[src/tkd_pkg.sv]
`timescale 1ns / 1ps
package tkd_pkg;
  localparam logic [13:0] KEY_BASE = 14'd10007;
  localparam logic [63:0] HASH_MUL = 64'h9E3779B97F4A7C15;

  typedef enum logic [1:0] {
    REQ_OFFER = 2'd0,
    REQ_PROBE = 2'd1,
    REQ_READ  = 2'd2,
    REQ_READ3 = 2'd3
  } req_t;

  typedef enum logic [2:0] {
    OUT_INSERTED = 3'd0,
    OUT_BELOW    = 3'd1,
    OUT_DUP      = 3'd2,
    OUT_PROBENEW = 3'd3,
    OUT_FULL     = 3'd4,
    OUT_READ     = 3'd5
  } outcome_t;

  localparam logic [0:0] CFG_KEEP_LIMIT = 1'b0;
  localparam logic [0:0] CFG_TRACK      = 1'b1;

  typedef struct packed {
    logic [1:0]  req_type;
    logic [47:0] target_value;
    logic [15:0] leader_card;
    logic [31:0] cand_score;
    logic [31:0] cand_live;
    logic [23:0] cand_power;
    logic [31:0] algo_mask;
    logic [5:0]  read_index;
  } item_t;

  typedef struct packed {
    logic [2:0]  outcome;
    logic [6:0]  count_kept;
    logic [47:0] floor_value;
    logic [23:0] floor_strength;
    logic [31:0] sources;
    logic        entry_valid;
    logic [47:0] entry_target;
    logic [15:0] entry_card;
    logic [31:0] entry_score;
    logic [31:0] entry_live;
    logic [23:0] entry_power;
  } result_t;

  typedef enum logic [4:0] {
    ST_IDLE, ST_RANK, ST_RD0, ST_RD1, ST_K0, ST_K1, ST_K2, ST_K3, ST_K4, ST_K5,
    ST_H0, ST_H1, ST_H2, ST_PR0, ST_PR1, ST_PR2, ST_ACT, ST_SRCH, ST_SHIFT,
    ST_SHIFTW, ST_PLACE, ST_FLOOR0, ST_FLOOR1, ST_DONE
  } state_t;
endpackage

[src/tkd_fifo.sv]
`timescale 1ns / 1ps
module tkd_fifo
  import tkd_pkg::*;
(
  input  logic  clk,
  input  logic  rst,
  input  logic  wr_en,
  input  item_t wr_data,
  output logic  full,
  input  logic  rd_en,
  output item_t rd_data,
  output logic  empty
);
  item_t mem [4];
  logic [2:0] wp, rp;

  assign full    = (wp - rp) == 3'd4;
  assign empty   = wp == rp;
  assign rd_data = mem[rp[1:0]];

  always_ff @(posedge clk) begin
    if (wr_en && !full) mem[wp[1:0]] <= wr_data;
    if (rst) begin
      wp <= '0;
      rp <= '0;
    end else begin
      if (wr_en && !full) wp <= wp + 3'd1;
      if (rd_en && !empty) rp <= rp + 3'd1;
    end
  end
endmodule

[config.mk]
export PLATFORM = sky130hd
export DESIGN_NAME = tkd_fifo
export DESIGN_NICKNAME = d
export VERILOG_FILES = /design/src/tkd_pkg.sv /design/src/tkd_fifo.sv
export SDC_FILE = /design/constraint.sdc
export NUM_CORES = 1
export LEC_CHECK = 0
export BUFFER_PORTS_ARGS = -buffer_cell sky130_fd_sc_hd__buf_4
export CORE_MARGIN = 1.5
export CORE_UTILIZATION = 61
export CTS_CLUSTER_DIAMETER = 40
export DETAILED_ROUTE_END_ITERATION = 7
export PLACE_DENSITY = 0.84
export SLEW_MARGIN = 20
export SYNTH_ARGS = -nofsm -noshare
export SYNTH_HDL_FRONTEND = slang
export SYNTH_SLANG_ARGS = --single-unit
[constraint.sdc]
create_clock -name clk -period 23.8 [get_ports clk]
set_input_delay 4.76 -clock clk [delete_from_list [all_inputs] [get_ports clk]]
set_output_delay 4.76 -clock clk [all_outputs]
set_load 0.01 [all_outputs]
==> run summary <==
Cell variety after synth -> 22
Total power -> 3.827 mW
Overflow after GRT -> 0
Worst hold path class -> reg2reg
DR pass1 iterations -> 5
Resized Gates After CTS -> 0
# setup viols final -> 0
First-pass GRT wire length -> 89420 µm
Total GRT Usage -> 26.42%
Slew headroom -> 33.83%
Die ar. -> 0.04731 mm²
# fillers -> 2175
Slowest-stage cell, CP -> buf_4
Detailed Route Iter0 Violations -> 1046
Fin. max-slew vios -> 0
Setup skew after layout -> 14.08 ps
Syn Inst Count -> 1053
GP Congestion -> 0.7834
R2R Path Start -> wp[0]
Worst path most repeated cell -> buf_4
Root Buffer -> clkbuf_16
Utilization of the core after routing -> 76.26%
CTS tree -> built
Antenna violations before repair -> 2
Vias in the first global route -> 14090
Area grow syn2layout -> 23.31%
Hold Crit Start -> wp[1]
Final-stage net count -> 1709
Fmax -> 108.6 MHz
Antenna-violating nets left -> 0
Final hold viol count -> 0
Worst Path Max Fanout -> 50
Syn_nets -> 1256
Avg Synthesized Cell Area -> 26.65 µm²
Hold path cells -> 2
Max incr delay on CP -> 900 ps
DR vias -> 13140
Synth async-reset ratio -> 0%
RSZ-0062 raised after global routing -> no
Setup_tns -> 0 ps
Layout cells sized above 1 -> 47.31%
Maxcap violations -> 0
Synth area leader -> edfxtp_1
TritonCTS Buffers -> 87
Reg clk slew, reported paths -> 60 ps
Reg-to-reg slack, setup -> 19880 ps
PD cells -> 110.6 mW/mm²
Row Count -> 78
Most frequent cell after synthesis -> edfxtp_1
Quantity of I/O buffers inserted on ports -> 389
Status -> finished clean
# Post-CTS Setup Buffers -> 0
Hpwl dp -> 34710 µm
Die height -> 217.5 µm
Initial Util -> 61.85%
Hold Path Sink -> wp[1]
Synth top area share -> 82.17%
Synth cell count leaders -> edfxtp_1, mux4_2, buf_2, buf_1, clkbuf_1
Worst path bufs/invs -> 4
Worst endpoint required time -> 19040 ps
Minimum clock period -> 9209 ps
Startpoint types -> register
Peak supply drop -> 0.00009112 V
Crit path DAT -> 4450 ps
Largest net degree at the start of global routing -> 71
Kind of critical path -> reg2out
Max clock buf depth -> 3
R2R cell count -> 7
Top cells by area, synth -> edfxtp_1, mux4_2, dfxtp_1
IO Pins -> 390
Die X-Extent -> 217.5 µm
CP endpoint kind -> output port
Clock tree sinks -> 776
Post-Route WL -> 61410 µm
Ys flop type -> edfxtp_1
H-Tree Depth -> 3
Critical Path, Cell by Cell -> buf_4 -> buf_4 -> buf_4 -> mux4_2 -> buf_4
Top delay family on crit path -> buffers and inverters
Wire per inst -> 28.18 µm
Synth Warn # -> 0
Worst-skew pair later-pin latency -> 620 ps
Worst slew pin tran -> 992.6 ps
Via-to-Cell Ratio -> 6.029
Worst hold slack -> 558.0 ps
Final worst path period share -> 38.69%
Cts hold-fix bufs -> 0
Yosys reg bits -> 776
Static leakage -> 11.64 nW
DRC -> 0
Post-synthesis sequential area ratio -> 82.74%
Worst flop-to-flop path endpoint -> mem[3][19]
EDFF count, synth -> 768
Core area -> 0.04538 mm²
Cell Area, Synth -> 0.02807 mm²
-- cell type report --
class,instances,area [µm²],share of cell area [%]
antenna,2,5.005,0.01446
clock buffer,98,2261,6.533
clock inverter,62,629.4,1.819
inverter,4,15.01,0.04338
multi-input combinational,229,4654,13.45
sequential,776,23230,67.12
tap,600,750.7,2.169
timing repair buffer,408,3063,8.850
-- cell usage in the layout (no fill, tap or decap), types with 3 or more instances in the layout --
cell / instances
edfxtp_1: 768
buf_4: 408
mux4_2: 192
clkbuf_16: 89
inv_6: 18
clkinv_1: 14
clkbuf_1: 9
nor2_1: 8
bufinv_16: 8
ha_1: 7
clkinvlp_4: 7
clkinv_4: 6
clkinv_2: 6
dfxtp_1: 6
inv_1: 4
nand2b_1: 3
and2_4: 3
-- report_power, final --
group          leakage (nW)  switching, mW  total, mW  internal, mW
Sequential             7.11         0.0443       1.71          1.66
Clock                  1.39          0.540       1.32         0.783
Combinational          3.14          0.406      0.797         0.391
-- logic make-up after synthesis --
family | share of synthesized area, %
flops | 82.74
mux | 15.56
buf+inv | 0.7355
simple gates | 0.3121
fa+ha+maj | 0.3120
compound gates | 0.1649
xor+xnor | 0.1784
-- state kept, by name, summed over array words and instances, names as in the netlist, named ones only --
| name | cells |
|---|---|
| wp | 3 |
| rp | 3 |
| mem | 768 |
-- worst reg2reg max path, delay by kind of cell (launching register included) --
kind,cells,cell delay (ps)
compound gates,1,780
fa+ha+maj,1,220
xor+xnor,1,120
simple gates,1,100
buf+inv,3,1820
flops,1,410
-- stage by stage --
stage                     setup WS [ps]  instances  area [µm²]
after floorplan                   12600       1053       28070
after global placement            15120       2017       31710
after detailed placement          15070       2017       31710
after CTS                         14350       2177       34600
after global routing              14120       2178       34610
final                             14590       2179       34610
-- metal layers --
layer  track usage, %  vias to the layer above  share of wire (%)  routed length [µm]
met3            8.940                      122                9.4                5787
met5                0                        -              0.021                  13
met1            32.44                     6895                 35               21600
li1                 -                     5485                  -                   -
met4            9.907                        2                3.8                2303
met2            43.93                      633                 52               31700
-- how the worst max path moves through the flow --
stage,startpoint,endpoint,slack [ps],depth (start not counted)
after floorplan,wr_en,wp[2],12600,3
after global routing,register,rd_data[153],14120,5
after CTS,register,rd_data[153],14350,5
after detailed placement,register,rd_data[54],15070,5
final,register,rd_data[153],14590,5
after global placement,register,rd_data[87],15120,5
Note: power is estimated with default switching activity, not from simulation.
